$ cat src/hw/rtl/phs_pkg.sv
// ----------------------------------------------------------------------------
// phs_pkg - shared definitions for the allpass phaser
// widths, register indexes, sequencer codes and the sample saturation helper
// ----------------------------------------------------------------------------
`default_nettype none

package phs_pkg;

  // sample format and filter length
  localparam int SAMPLE_BITS = 24;
  localparam int STAGES      = 4;

  // configuration port
  localparam int CFG_W     = 32;
  localparam int CFG_IDX_W = 3;

  // Q2.30 arithmetic
  localparam int Q_FRAC = 30;

  // digit-serial multiplier: signed A times signed B, one radix-16 digit of B per cycle
  localparam int MUL_A_W    = 33;
  localparam int MUL_B_W    = 33;
  localparam int DIGIT_W    = 4;
  localparam int MUL_DIGITS = (MUL_B_W + DIGIT_W - 1) / DIGIT_W;
  localparam int MUL_BX_W   = MUL_DIGITS * DIGIT_W;
  localparam int MUL_ACC_W  = MUL_A_W + DIGIT_W + 1;
  localparam int MUL_CNT_W  = $clog2(MUL_DIGITS);
  localparam int PROD_W     = MUL_ACC_W + MUL_BX_W;

  // rounded product and the saturating sums built on it
  localparam int RND_W = PROD_W - Q_FRAC;
  localparam int SUM_W = RND_W + 2;

  // bit-serial divider for the allpass coefficient
  localparam int DIV_N_W   = CFG_W;
  localparam int DIV_D_W   = CFG_W + 1;
  localparam int DIV_STEPS = Q_FRAC + 1;
  localparam int DIV_CNT_W = $clog2(DIV_STEPS);

  localparam int STG_CNT_W = (STAGES > 1) ? $clog2(STAGES) : 1;

  // register reset values
  localparam logic [CFG_W-1:0] SWEEP_LOW_RST  = 32'd76491118;
  localparam logic [CFG_W-1:0] SWEEP_HIGH_RST = 32'd313308201;
  localparam logic [CFG_W-1:0] STEP_UP_RST    = 32'd1086781344;
  localparam logic [CFG_W-1:0] STEP_DOWN_RST  = 32'd1060854775;
  localparam logic [CFG_W-1:0] GAIN_ONE       = CFG_W'(64'd1 << Q_FRAC);

  typedef enum logic [CFG_IDX_W-1:0] {
    CFG_SWEEP_LOW       = 3'd0,
    CFG_SWEEP_HIGH      = 3'd1,
    CFG_SWEEP_STEP_UP   = 3'd2,
    CFG_SWEEP_STEP_DOWN = 3'd3,
    CFG_FEEDBACK_GAIN   = 3'd4,
    CFG_DRY_GAIN        = 3'd5,
    CFG_WET_GAIN        = 3'd6
  } cfg_idx_t;

  typedef enum logic [2:0] {
    S_IDLE,
    S_DIV,
    S_MGO,
    S_MWAIT,
    S_RND,
    S_WB
  } phs_state_t;

  typedef enum logic [2:0] {
    OP_FB,
    OP_STG,
    OP_DRY,
    OP_WET,
    OP_SWEEP
  } phs_op_t;

  localparam logic signed [SUM_W-1:0] SMP_MAX =
    {{(SUM_W-SAMPLE_BITS+1){1'b0}}, {(SAMPLE_BITS-1){1'b1}}};
  localparam logic signed [SUM_W-1:0] SMP_MIN = ~SMP_MAX;

  function automatic logic signed [SAMPLE_BITS-1:0] sat_sample(
    input logic signed [SUM_W-1:0] v
  );
    logic signed [SAMPLE_BITS-1:0] res;
    if (v > SMP_MAX) begin
      res = SMP_MAX[SAMPLE_BITS-1:0];
    end else if (v < SMP_MIN) begin
      res = SMP_MIN[SAMPLE_BITS-1:0];
    end else begin
      res = v[SAMPLE_BITS-1:0];
    end
    return res;
  endfunction

endpackage

`default_nettype wire

$ cat src/hw/rtl/phs_div.sv
// ----------------------------------------------------------------------------
// phs_div - bit-serial restoring divider
// quotient of (num_mag * 2^30) / den, one quotient bit per cycle
// ----------------------------------------------------------------------------
`default_nettype none

module phs_div (
  input  logic                                 clk,
  input  logic                                 rst_n,
  input  logic                                 start,
  input  logic [phs_pkg::DIV_N_W-1:0]          num_mag,
  input  logic [phs_pkg::DIV_D_W-1:0]          den,
  output logic                                 done,
  output logic [phs_pkg::DIV_STEPS-1:0]        quo
);
  import phs_pkg::*;

  logic [DIV_D_W-1:0]   rem_r;
  logic [DIV_D_W-1:0]   den_r;
  logic [DIV_STEPS-1:0] nb_r;
  logic [DIV_STEPS-1:0] q_r;
  logic [DIV_CNT_W-1:0] cnt_r;
  logic                 run_r;
  logic                 done_r;
  logic [DIV_D_W:0]     r2;
  logic [DIV_D_W:0]     diff;
  logic                 geq;
  logic                 last_step;

  // the dividend top bits already sit below the divisor, so 31 steps suffice
  assign r2        = {rem_r, nb_r[DIV_STEPS-1]};
  assign geq       = (r2 >= {1'b0, den_r});
  assign diff      = r2 - {1'b0, den_r};
  assign last_step = (cnt_r == DIV_CNT_W'(DIV_STEPS-1));

  always_ff @(posedge clk) begin
    if (!rst_n) begin
      run_r  <= 1'b0;
      done_r <= 1'b0;
      cnt_r  <= '0;
    end else begin
      done_r <= run_r && !start && last_step;
      if (start) begin
        run_r <= 1'b1;
        cnt_r <= '0;
      end else if (run_r) begin
        cnt_r <= cnt_r + 1'b1;
        if (last_step) begin
          run_r <= 1'b0;
        end
      end
    end
  end

  always_ff @(posedge clk) begin
    if (start) begin
      rem_r <= DIV_D_W'(num_mag[DIV_N_W-1:1]);
      nb_r  <= {num_mag[0], {(DIV_STEPS-1){1'b0}}};
      den_r <= den;
      q_r   <= '0;
    end else if (run_r) begin
      rem_r <= geq ? diff[DIV_D_W-1:0] : r2[DIV_D_W-1:0];
      nb_r  <= nb_r << 1;
      q_r   <= {q_r[DIV_STEPS-2:0], geq};
    end
  end

  assign done = done_r;
  assign quo  = q_r;

endmodule

`default_nettype wire

$ cat src/hw/rtl/phs_mul.sv
// ----------------------------------------------------------------------------
// phs_mul - digit-serial signed multiplier
// one radix-16 digit of b per cycle, accumulator shifts right by a digit
// ----------------------------------------------------------------------------
`default_nettype none

module phs_mul (
  input  logic                                 clk,
  input  logic                                 rst_n,
  input  logic                                 start,
  input  logic signed [phs_pkg::MUL_A_W-1:0]   a,
  input  logic signed [phs_pkg::MUL_B_W-1:0]   b,
  output logic                                 done,
  output logic signed [phs_pkg::PROD_W-1:0]    prod
);
  import phs_pkg::*;

  logic signed [MUL_A_W-1:0]   a_r;
  logic [MUL_BX_W-1:0]         b_r;
  logic signed [MUL_ACC_W-1:0] acc_r;
  logic [MUL_BX_W-1:0]         lo_r;
  logic [MUL_CNT_W-1:0]        cnt_r;
  logic                        run_r;
  logic                        done_r;
  logic                        last_digit;
  logic signed [DIGIT_W:0]     digit;
  logic signed [MUL_ACC_W-1:0] pp;
  logic signed [MUL_ACC_W-1:0] sum;

  // top digit carries the sign of b
  assign last_digit = (cnt_r == MUL_CNT_W'(MUL_DIGITS-1));
  assign digit = last_digit ? $signed({b_r[DIGIT_W-1], b_r[DIGIT_W-1:0]})
                            : $signed({1'b0, b_r[DIGIT_W-1:0]});
  assign pp  = MUL_ACC_W'(a_r) * MUL_ACC_W'(digit);
  assign sum = acc_r + pp;

  always_ff @(posedge clk) begin
    if (!rst_n) begin
      run_r  <= 1'b0;
      done_r <= 1'b0;
      cnt_r  <= '0;
    end else begin
      done_r <= run_r && !start && last_digit;
      if (start) begin
        run_r <= 1'b1;
        cnt_r <= '0;
      end else if (run_r) begin
        cnt_r <= cnt_r + 1'b1;
        if (last_digit) begin
          run_r <= 1'b0;
        end
      end
    end
  end

  always_ff @(posedge clk) begin
    if (start) begin
      a_r   <= a;
      b_r   <= MUL_BX_W'(b);
      acc_r <= '0;
    end else if (run_r) begin
      acc_r <= sum >>> DIGIT_W;
      lo_r  <= {sum[DIGIT_W-1:0], lo_r[MUL_BX_W-1:DIGIT_W]};
      b_r   <= b_r >> DIGIT_W;
    end
  end

  assign done = done_r;
  assign prod = $signed({acc_r, lo_r});

endmodule

`default_nettype wire

$ cat src/hw/rtl/phaser_allpass_sweep.sv
// ----------------------------------------------------------------------------
// phaser_allpass_sweep - mono phaser, four allpass stages with swept coefficient
// feedback, allpass chain, dry/wet mix and exponential sweep, all on shared
// serial arithmetic units
// ----------------------------------------------------------------------------
// each item takes the bit-serial coefficient divide, then 8 products, each of
//   9 digit steps plus issue, wait, round and write-back, on the single
//   digit-serial multiplier
// a new item is taken only once the sweep update of the previous one is done
// reset (synchronous, active low) loads all configuration registers with their defaults,
//   clears the allpass state and sets the sweep upward from the lower bound
`default_nettype none

module phaser_allpass_sweep (
  input  logic                                   clk,
  input  logic                                   rst_n,
  // input items
  input  logic                                   in_valid,
  output logic                                   in_ready,
  input  logic signed [phs_pkg::SAMPLE_BITS-1:0] in_sample_in,
  // result items
  output logic                                   out_valid,
  input  logic                                   out_ready,
  output logic signed [phs_pkg::SAMPLE_BITS-1:0] out_sample_out,
  // register writes
  input  logic                                   cfg_we,
  input  logic [phs_pkg::CFG_IDX_W-1:0]          cfg_index,
  input  logic [phs_pkg::CFG_W-1:0]              cfg_wdata
);
  import phs_pkg::*;

  // configuration registers
  logic [CFG_W-1:0]        sweep_low_r;
  logic [CFG_W-1:0]        sweep_high_r;
  logic [CFG_W-1:0]        step_up_r;
  logic [CFG_W-1:0]        step_down_r;
  logic signed [CFG_W-1:0] fb_gain_r;
  logic signed [CFG_W-1:0] dry_gain_r;
  logic signed [CFG_W-1:0] wet_gain_r;

  // filter and sweep state; the stage arrays rotate so the stage in work is at 0
  logic signed [SAMPLE_BITS-1:0] so_r  [STAGES];
  logic signed [SAMPLE_BITS-1:0] spi_r [STAGES];
  logic [CFG_W-1:0]              p_r;
  logic                          desc_r;

  // per item working registers
  logic signed [SAMPLE_BITS-1:0] x_r;
  logic signed [SAMPLE_BITS-1:0] v_r;
  logic signed [CFG_W-1:0]       k_r;
  logic signed [RND_W-1:0]       rnd_r;
  logic signed [PROD_W-1:0]      dry_prod_r;
  logic [STG_CNT_W-1:0]          stg_cnt_r;

  // result register
  logic                          out_valid_r;
  logic signed [SAMPLE_BITS-1:0] out_sample_r;

  // sequencer
  phs_state_t state_r, state_nxt;
  phs_op_t    op_r, op_nxt;

  // arithmetic units
  logic                          div_start;
  logic                          div_done;
  logic [DIV_STEPS-1:0]          div_quo;
  logic                          p_over;
  logic [DIV_N_W-1:0]            num_mag;
  logic [DIV_D_W-1:0]            den;
  logic [CFG_W-1:0]              kq;

  logic                          mul_start;
  logic                          mul_done;
  logic signed [MUL_A_W-1:0]     mul_a;
  logic signed [MUL_B_W-1:0]     mul_b;
  logic signed [PROD_W-1:0]      mul_prod;

  logic signed [PROD_W-1:0]      rnd_src;
  logic [PROD_W-1:0]             rnd_add;
  logic signed [SUM_W-1:0]       wb_sum;
  logic signed [SAMPLE_BITS-1:0] wb_sat;
  logic [CFG_W-1:0]              np;
  logic                          stg_last;
  logic                          out_free;
  logic                          wb_fire;
  logic                          in_acc;

  localparam logic [PROD_W-1:0] RND_HALF = PROD_W'(1) << (Q_FRAC - 1);

  assign in_ready = (state_r == S_IDLE);
  assign in_acc   = in_valid && in_ready;
  assign out_free = !out_valid_r || out_ready;
  assign stg_last = (stg_cnt_r == STG_CNT_W'(STAGES-1));
  assign wb_fire  = (state_r == S_WB) && ((op_r != OP_WET) || out_free);

  // ---------------------------------------------------------------------------
  // coefficient k = (1 - p) / (1 + p): magnitude divided serially, sign from p
  // ---------------------------------------------------------------------------
  assign p_over    = (p_r > GAIN_ONE);
  assign num_mag   = p_over ? (p_r - GAIN_ONE) : (GAIN_ONE - p_r);
  assign den       = {1'b0, p_r} + DIV_D_W'(GAIN_ONE);
  assign div_start = in_acc;
  assign kq        = CFG_W'(div_quo);

  phs_div u_div (
    .clk     (clk),
    .rst_n   (rst_n),
    .start   (div_start),
    .num_mag (num_mag),
    .den     (den),
    .done    (div_done),
    .quo     (div_quo)
  );

  // ---------------------------------------------------------------------------
  // multiplier operand select, one product per sequencer pass
  // ---------------------------------------------------------------------------
  always_comb begin
    mul_a = '0;
    mul_b = '0;
    case (op_r)
      OP_FB: begin
        mul_a = MUL_A_W'(so_r[STAGES-1]);
        mul_b = MUL_B_W'(fb_gain_r);
      end
      OP_STG: begin
        mul_a = MUL_A_W'(v_r) + MUL_A_W'(so_r[0]);
        mul_b = MUL_B_W'(k_r);
      end
      OP_DRY: begin
        mul_a = MUL_A_W'(x_r);
        mul_b = MUL_B_W'(dry_gain_r);
      end
      OP_WET: begin
        mul_a = MUL_A_W'(v_r);
        mul_b = MUL_B_W'(wet_gain_r);
      end
      OP_SWEEP: begin
        // unsigned sweep operands, zero extended
        mul_a = $signed({1'b0, p_r});
        mul_b = $signed({1'b0, desc_r ? step_down_r : step_up_r});
      end
      default: begin
        mul_a = '0;
        mul_b = '0;
      end
    endcase
  end

  assign mul_start = (state_r == S_MGO);

  phs_mul u_mul (
    .clk   (clk),
    .rst_n (rst_n),
    .start (mul_start),
    .a     (mul_a),
    .b     (mul_b),
    .done  (mul_done),
    .prod  (mul_prod)
  );

  // ---------------------------------------------------------------------------
  // rounding: floor((prod + 2^29) / 2^30); the mix adds both products first
  // ---------------------------------------------------------------------------
  assign rnd_src = mul_prod + ((op_r == OP_WET) ? dry_prod_r : PROD_W'(0));
  assign rnd_add = rnd_src + RND_HALF;

  // write-back sum and saturation
  always_comb begin
    case (op_r)
      OP_FB:   wb_sum = SUM_W'(rnd_r) + SUM_W'(x_r);
      OP_STG:  wb_sum = SUM_W'(rnd_r) - SUM_W'(spi_r[0]);
      default: wb_sum = SUM_W'(rnd_r);
    endcase
  end

  assign wb_sat = sat_sample(wb_sum);

  // new sweep position, clamped to the 32 bit range
  assign np = (|rnd_r[RND_W-1:CFG_W]) ? {CFG_W{1'b1}} : rnd_r[CFG_W-1:0];

  // ---------------------------------------------------------------------------
  // sequencer
  // ---------------------------------------------------------------------------
  always_ff @(posedge clk) begin
    if (!rst_n) begin
      state_r <= S_IDLE;
      op_r    <= OP_FB;
    end else begin
      state_r <= state_nxt;
      op_r    <= op_nxt;
    end
  end

  always_comb begin
    state_nxt = state_r;
    op_nxt    = op_r;
    unique case (state_r)
      S_IDLE: begin
        if (in_valid) begin
          state_nxt = S_DIV;
        end
      end
      S_DIV: begin
        if (div_done) begin
          state_nxt = S_MGO;
          op_nxt    = OP_FB;
        end
      end
      S_MGO: begin
        state_nxt = S_MWAIT;
      end
      S_MWAIT: begin
        if (mul_done) begin
          state_nxt = S_RND;
        end
      end
      S_RND: begin
        state_nxt = S_WB;
      end
      S_WB: begin
        unique case (op_r)
          OP_FB: begin
            op_nxt    = OP_STG;
            state_nxt = S_MGO;
          end
          OP_STG: begin
            if (stg_last) begin
              op_nxt = OP_DRY;
            end
            state_nxt = S_MGO;
          end
          OP_DRY: begin
            op_nxt    = OP_WET;
            state_nxt = S_MGO;
          end
          OP_WET: begin
            // hold until the result register is free
            if (out_free) begin
              op_nxt    = OP_SWEEP;
              state_nxt = S_MGO;
            end
          end
          OP_SWEEP: begin
            state_nxt = S_IDLE;
          end
          default: begin
            state_nxt = S_IDLE;
          end
        endcase
      end
      default: begin
        state_nxt = S_IDLE;
      end
    endcase
  end

  // ---------------------------------------------------------------------------
  // configuration registers
  // ---------------------------------------------------------------------------
  always_ff @(posedge clk) begin
    if (!rst_n) begin
      sweep_low_r  <= SWEEP_LOW_RST;
      sweep_high_r <= SWEEP_HIGH_RST;
      step_up_r    <= STEP_UP_RST;
      step_down_r  <= STEP_DOWN_RST;
      fb_gain_r    <= $signed(GAIN_ONE);
      dry_gain_r   <= $signed(GAIN_ONE);
      wet_gain_r   <= $signed(GAIN_ONE);
    end else if (cfg_we) begin
      unique case (cfg_idx_t'(cfg_index))
        CFG_SWEEP_LOW:       sweep_low_r  <= cfg_wdata;
        CFG_SWEEP_HIGH:      sweep_high_r <= cfg_wdata;
        CFG_SWEEP_STEP_UP:   step_up_r    <= cfg_wdata;
        CFG_SWEEP_STEP_DOWN: step_down_r  <= cfg_wdata;
        CFG_FEEDBACK_GAIN:   fb_gain_r    <= $signed(cfg_wdata);
        CFG_DRY_GAIN:        dry_gain_r   <= $signed(cfg_wdata);
        CFG_WET_GAIN:        wet_gain_r   <= $signed(cfg_wdata);
        default: ;
      endcase
    end
  end

  // ---------------------------------------------------------------------------
  // filter state and sweep; a lower bound write restarts the sweep and clears
  // the allpass state
  // ---------------------------------------------------------------------------
  always_ff @(posedge clk) begin
    if (!rst_n) begin
      for (int i = 0; i < STAGES; i++) begin
        so_r[i]  <= '0;
        spi_r[i] <= '0;
      end
      p_r       <= SWEEP_LOW_RST;
      desc_r    <= 1'b0;
      stg_cnt_r <= '0;
    end else if (cfg_we && (cfg_idx_t'(cfg_index) == CFG_SWEEP_LOW)) begin
      for (int i = 0; i < STAGES; i++) begin
        so_r[i]  <= '0;
        spi_r[i] <= '0;
      end
      p_r    <= cfg_wdata;
      desc_r <= 1'b0;
    end else if (wb_fire) begin
      case (op_r)
        OP_FB: begin
          stg_cnt_r <= '0;
        end
        OP_STG: begin
          // rotate so the next stage comes to position 0
          for (int i = 0; i < STAGES - 1; i++) begin
            so_r[i]  <= so_r[i+1];
            spi_r[i] <= spi_r[i+1];
          end
          so_r[STAGES-1]  <= wb_sat;
          spi_r[STAGES-1] <= v_r;
          stg_cnt_r       <= stg_cnt_r + 1'b1;
        end
        OP_SWEEP: begin
          p_r <= np;
          if (np > sweep_high_r) begin
            desc_r <= 1'b1;
          end else if (np < sweep_low_r) begin
            desc_r <= 1'b0;
          end
        end
        default: ;
      endcase
    end
  end

  // working registers
  always_ff @(posedge clk) begin
    if (in_acc) begin
      x_r <= in_sample_in;
    end
    if ((state_r == S_DIV) && div_done) begin
      k_r <= p_over ? -$signed(kq) : $signed(kq);
    end
    if (state_r == S_RND) begin
      rnd_r <= rnd_add[PROD_W-1:Q_FRAC];
    end
    if (wb_fire) begin
      case (op_r)
        OP_FB:   v_r        <= wb_sat;
        OP_STG:  v_r        <= wb_sat;
        OP_DRY:  dry_prod_r <= mul_prod;
        default: ;
      endcase
    end
  end

  // ---------------------------------------------------------------------------
  // result register
  // ---------------------------------------------------------------------------
  always_ff @(posedge clk) begin
    if (!rst_n) begin
      out_valid_r <= 1'b0;
    end else if (wb_fire && (op_r == OP_WET)) begin
      out_valid_r <= 1'b1;
    end else if (out_ready) begin
      out_valid_r <= 1'b0;
    end
  end

  always_ff @(posedge clk) begin
    if (wb_fire && (op_r == OP_WET)) begin
      out_sample_r <= wb_sat;
    end
  end

  assign out_valid      = out_valid_r;
  assign out_sample_out = out_sample_r;

  // ---------------------------------------------------------------------------
  // checks
  // ---------------------------------------------------------------------------
  a_accept_starts_div: assert property (@(posedge clk) disable iff (!rst_n)
    in_valid && in_ready |=> state_r == S_DIV)
    else $error("accepted item did not start the coefficient divide");

  a_out_from_mix: assert property (@(posedge clk) disable iff (!rst_n)
    $rose(out_valid_r) |-> $past(state_r == S_WB && op_r == OP_WET))
    else $error("result offered outside the mix write-back");

  a_div_done_in_div: assert property (@(posedge clk) disable iff (!rst_n)
    div_done |-> state_r == S_DIV)
    else $error("divider finished while the sequencer was not waiting");

  a_mul_done_in_wait: assert property (@(posedge clk) disable iff (!rst_n)
    mul_done |-> state_r == S_MWAIT)
    else $error("multiplier finished while the sequencer was not waiting");

endmodule

`default_nettype wire
$ cat config.mk
export PLATFORM = sky130hd
export DESIGN_NAME = phaser_allpass_sweep
export DESIGN_NICKNAME = d
export VERILOG_FILES = /design/src/hw/rtl/phs_pkg.sv /design/src/hw/rtl/phs_div.sv /design/src/hw/rtl/phs_mul.sv /design/src/hw/rtl/phaser_allpass_sweep.sv
export SDC_FILE = /design/constraint.sdc
export NUM_CORES = 2
export LEC_CHECK = 0
export ABC_AREA = 1
export BUFFER_PORTS_ARGS = -buffer_cell sky130_fd_sc_hd__clkbuf_2
export CAP_MARGIN = 20
export CELL_PAD_IN_SITES_DETAIL_PLACEMENT = 0
export CELL_PAD_IN_SITES_GLOBAL_PLACEMENT = 2
export CORE_MARGIN = 3
export CORE_UTILIZATION = 25
export DETAILED_ROUTE_END_ITERATION = 6
export MAX_ROUTING_LAYER = met4
export PLACE_DENSITY = 0.61
export SYNTH_ARGS = -nofsm -noshare
export SYNTH_HDL_FRONTEND = slang
export SYNTH_SLANG_ARGS = --single-unit
export TNS_END_PERCENT = 1
$ cat constraint.sdc
create_clock -name clk -period 8.3 [get_ports clk]
set_input_delay 0 -clock clk [delete_from_list [all_inputs] [get_ports clk]]
set_output_delay 0 -clock clk [all_outputs]
set_load 0.05 [all_outputs]
==> run_results.csv <==
group,metric,value,unit
clock_tree,clock-sinks,923,
drt,routed_wl,227,mm
timing,hold_violations,0,
worst_setup_path,cp_max_fo,34,
worst_setup_path,cp_top_family,"adder cells",
logic_synthesis,syn_area_per_cell,8.10,µm²
floorplanning,coreArea,228000,µm²
timing,tightest_slew,1.05,ns
worst_setup_path,r2r_start,"u_mul.b_r[3]",
worst_setup_path,path_buf_inv,4,
grt,grt_pass1_wl,331,mm
logic_synthesis,ys_ff_latch,923,
logic_synthesis,synth_top_cell_area_share,27.6,%
placement,dp_hpwl,172,mm
clock_tree,clk_pin_slew,0.06,ns
logic_synthesis,async_flop_share,0,%
clock_tree,clkLatencyLatePin,0.77,ns
drt,drc,0,
worst_hold_path,holdPathStages,4,
worst_setup_path,critPathCaptureType,"flip-flop",
logic_synthesis,synth.distinct_cells,67,
clock_tree,h-tree-depth,3,
timing,fmax,0.148,GHz
logic_synthesis,synth-warning-count,0,
worst_setup_path,required,8.94,ns
floorplanning,rows,175,
timing,setup_tns,0,ns
logic_synthesis,synth-edff-count,529,
floorplanning,die_w,485,µm
finish,final_nets,7826,
drt,wl_per_cell,21.9,µm
timing,setup_viol,0,
logic_synthesis,synth_top_area_cell,"edfxtp_1",
timing,finalMaxSlewViolations,0,
logic_synthesis,synthFlopType,"edfxtp_1",
power,max-vdd-ir-drop,0.166,mV
drt,first_pass_iters,7,
logic_synthesis,synthesis.nets,7688,
placement,place_ws,1.61,ns
worst_hold_path,holdCritPathClass,"input port to flip-flop",
timing,whs,0.190,ns
grt,antenna_found_initial,9,
worst_hold_path,hold_end,"sweep_high_r[23]",
placement,dp.cells,10037,
finish,syn2layout_area_growth,14.9,%
worst_setup_path,critical-path-slowest-cell,"nand2_1",
placement,place.gp.congestion,0.880,
worst_setup_path,worstPathArrival,7.38,ns
drt,drt_iter0_markers,3341,
power,power,16.2,mW
worst_setup_path,timing.rr.end,"u_mul.acc_r[26]",
timing,fin_skew,0.0379,ns
clock_tree,root_buffer,"clkbuf_16",
worst_setup_path,crit_top_cell,"nand2_1",
logic_synthesis,netlist_area,57500,µm²
grt,grt_util_all_layers,19.4,%
clock_tree,cts_resized,0,
floorplanning,die_area,236000,µm²
drt,vias,48120,
timing,rsz0062_at_grt,"no",
floorplanning,pin_count,90,
placement,dpl-instance-area,61400,µm²
finish,stdcell_count,10347,
finish,drive_gt1_share,7.61,%
placement,portBuffers,89,
worst_setup_path,worstSetupPathType,"flip-flop to flip-flop",
timing,period_minus_slack,6.74,ns
logic_synthesis,synthCells,7099,
worst_setup_path,cpPeakStageDelay,0.64,ns
floorplanning,fp.dieH,485,µm
grt,grt_max_degree,84,
worst_setup_path,reg2regPathDepth,25,
logic_synthesis,synth_area_leaders,"edfxtp_1 28%, dfxtp_1 14%, nand2_1 9.2%",
clock_tree,cts_made_buffers,110,
timing,slew_headroom,30.3,%
clock_tree,clk_path_buf_depth,3,
run_status,outcome,"complete, no violations",
finish,stdcell_area,66100,µm²
drt,final_antenna_net_count,0,
grt,grt_pass1_vias,48046,
worst_hold_path,hold_start,"cfg_wdata[23]",
drt,avgViaCountPerCell,4.65,
power,power_density,246,nW/µm²
finish,final_core_util,29.0,%
logic_synthesis,synth_common_cells,"1,407 x nand2_1, 1,081 x inv_1, 867 x nor2_1",
worst_setup_path,rrSetupSlack,1.56,ns
logic_synthesis,yosysMostFrequentCell,"nand2_1",
power,static-leakage-power,29.1,nW
timing,fin_crit_sh,81.2,%
logic_synthesis,synth_seq_area_share,41.4,%
timing,setup_ws,1.56,ns
grt,grt_overflow,0,
floorplanning,initial_utilization,25.2,%
clock_tree,cts_tree,"done",
flow_run,drv_cap,0,
worst_setup_path,critPathLaunchType,"flip-flop",
[cell families after synthesis]
| logic type | count (synthesis) | share of synthesized area, % |
|---|---|---|
| xor gates and xnor gates | 162 | 2.47 |
| AOI/OAI and AO/OA | 1415 | 14.4 |
| muxes | 1 | 0.0174 |
| adders and majority gates | 525 | 13.2 |
| DFF | 923 | 41.4 |
| and+or+nand+nor | 2742 | 19.6 |
| buffers and inverters | 1331 | 8.87 |
[repair_timing]
item                      CTS  global route
hold endpoints to repair  287             0
hold buffers               97             0
buffers inserted            0             0
[sequential cells by signal (all words and copies together) (netlist names), 33 cells and up]
signal and cells:
so_r 96, spi_r 96, dry_prod_r 70, rnd_r 44, u_mul.lo_r 36, u_mul.acc_r 34
u_div.den_r 33, u_div.rem_r 33, u_mul.a_r 33, u_mul.b_r 33
[worst min-delay path, delay by kind of cell]
kind	cells	cell delay [ns]
buf+inv	2	0.76
compound gates	1	0.08
simple gates	1	0.08
[routing by layer]
layer	part of all wire, %	global-route usage, %	routed length (µm)	vias up
li1	-	-	-	23633
met1	48	26.5	109000	23257
met2	45	30.6	103000	986
met3	3.8	1.90	8540	244
met4	2.8	5.37	6430	0
met5	0	-	0	-
[where the power goes]
group / total, mW / switching, mW / internal [mW]
registers: 5.61 / 0.349 / 5.27
logic: 5.56 / 3.60 / 1.96
clock network: 5.06 / 2.20 / 2.86
[layout by cell type (no fill, tap or decap), types with 99 or more instances in the layout]
master and n:
nand2_1 1402, inv_1 1074, nor2_1 852, edfxtp_1 529, o21ai_0 487, a21oi_1 474, dfxtp_1 393, ha_1 387
nand3_1 190, fa_1 138, clkbuf_16 112, xor2_1 99
[how the worst max path moves through the flow]
stage	from	to	slack [ns]	cells past startpoint
5_1_grt	u_mul.b_r[3]	u_mul.acc_r[23]	1.20	24
6_report	u_mul.b_r[3]	u_mul.acc_r[26]	1.56	25
3_3_place_gp	u_mul.b_r[3]	u_mul.acc_r[23]	1.54	24
3_5_place_dp	u_mul.b_r[3]	u_mul.acc_r[23]	1.61	24
2_1_floorplan	state_r[1]	u_mul.acc_r[18]	2.36	6
4_1_cts	u_mul.b_r[3]	u_mul.acc_r[23]	1.56	24
[layout make-up]
type,count,area [µm²]
clock buffers,142,2970
clock inverters,68,743
repair buffers,252,1930
inverters,1105,4150
well taps,3009,3760
flip-flops and latches,923,23800
fillers,24327,162000
diodes,3,7.51
multi-input cells,4845,28700
No activity file was read; power rests on OpenSTA's default activity.
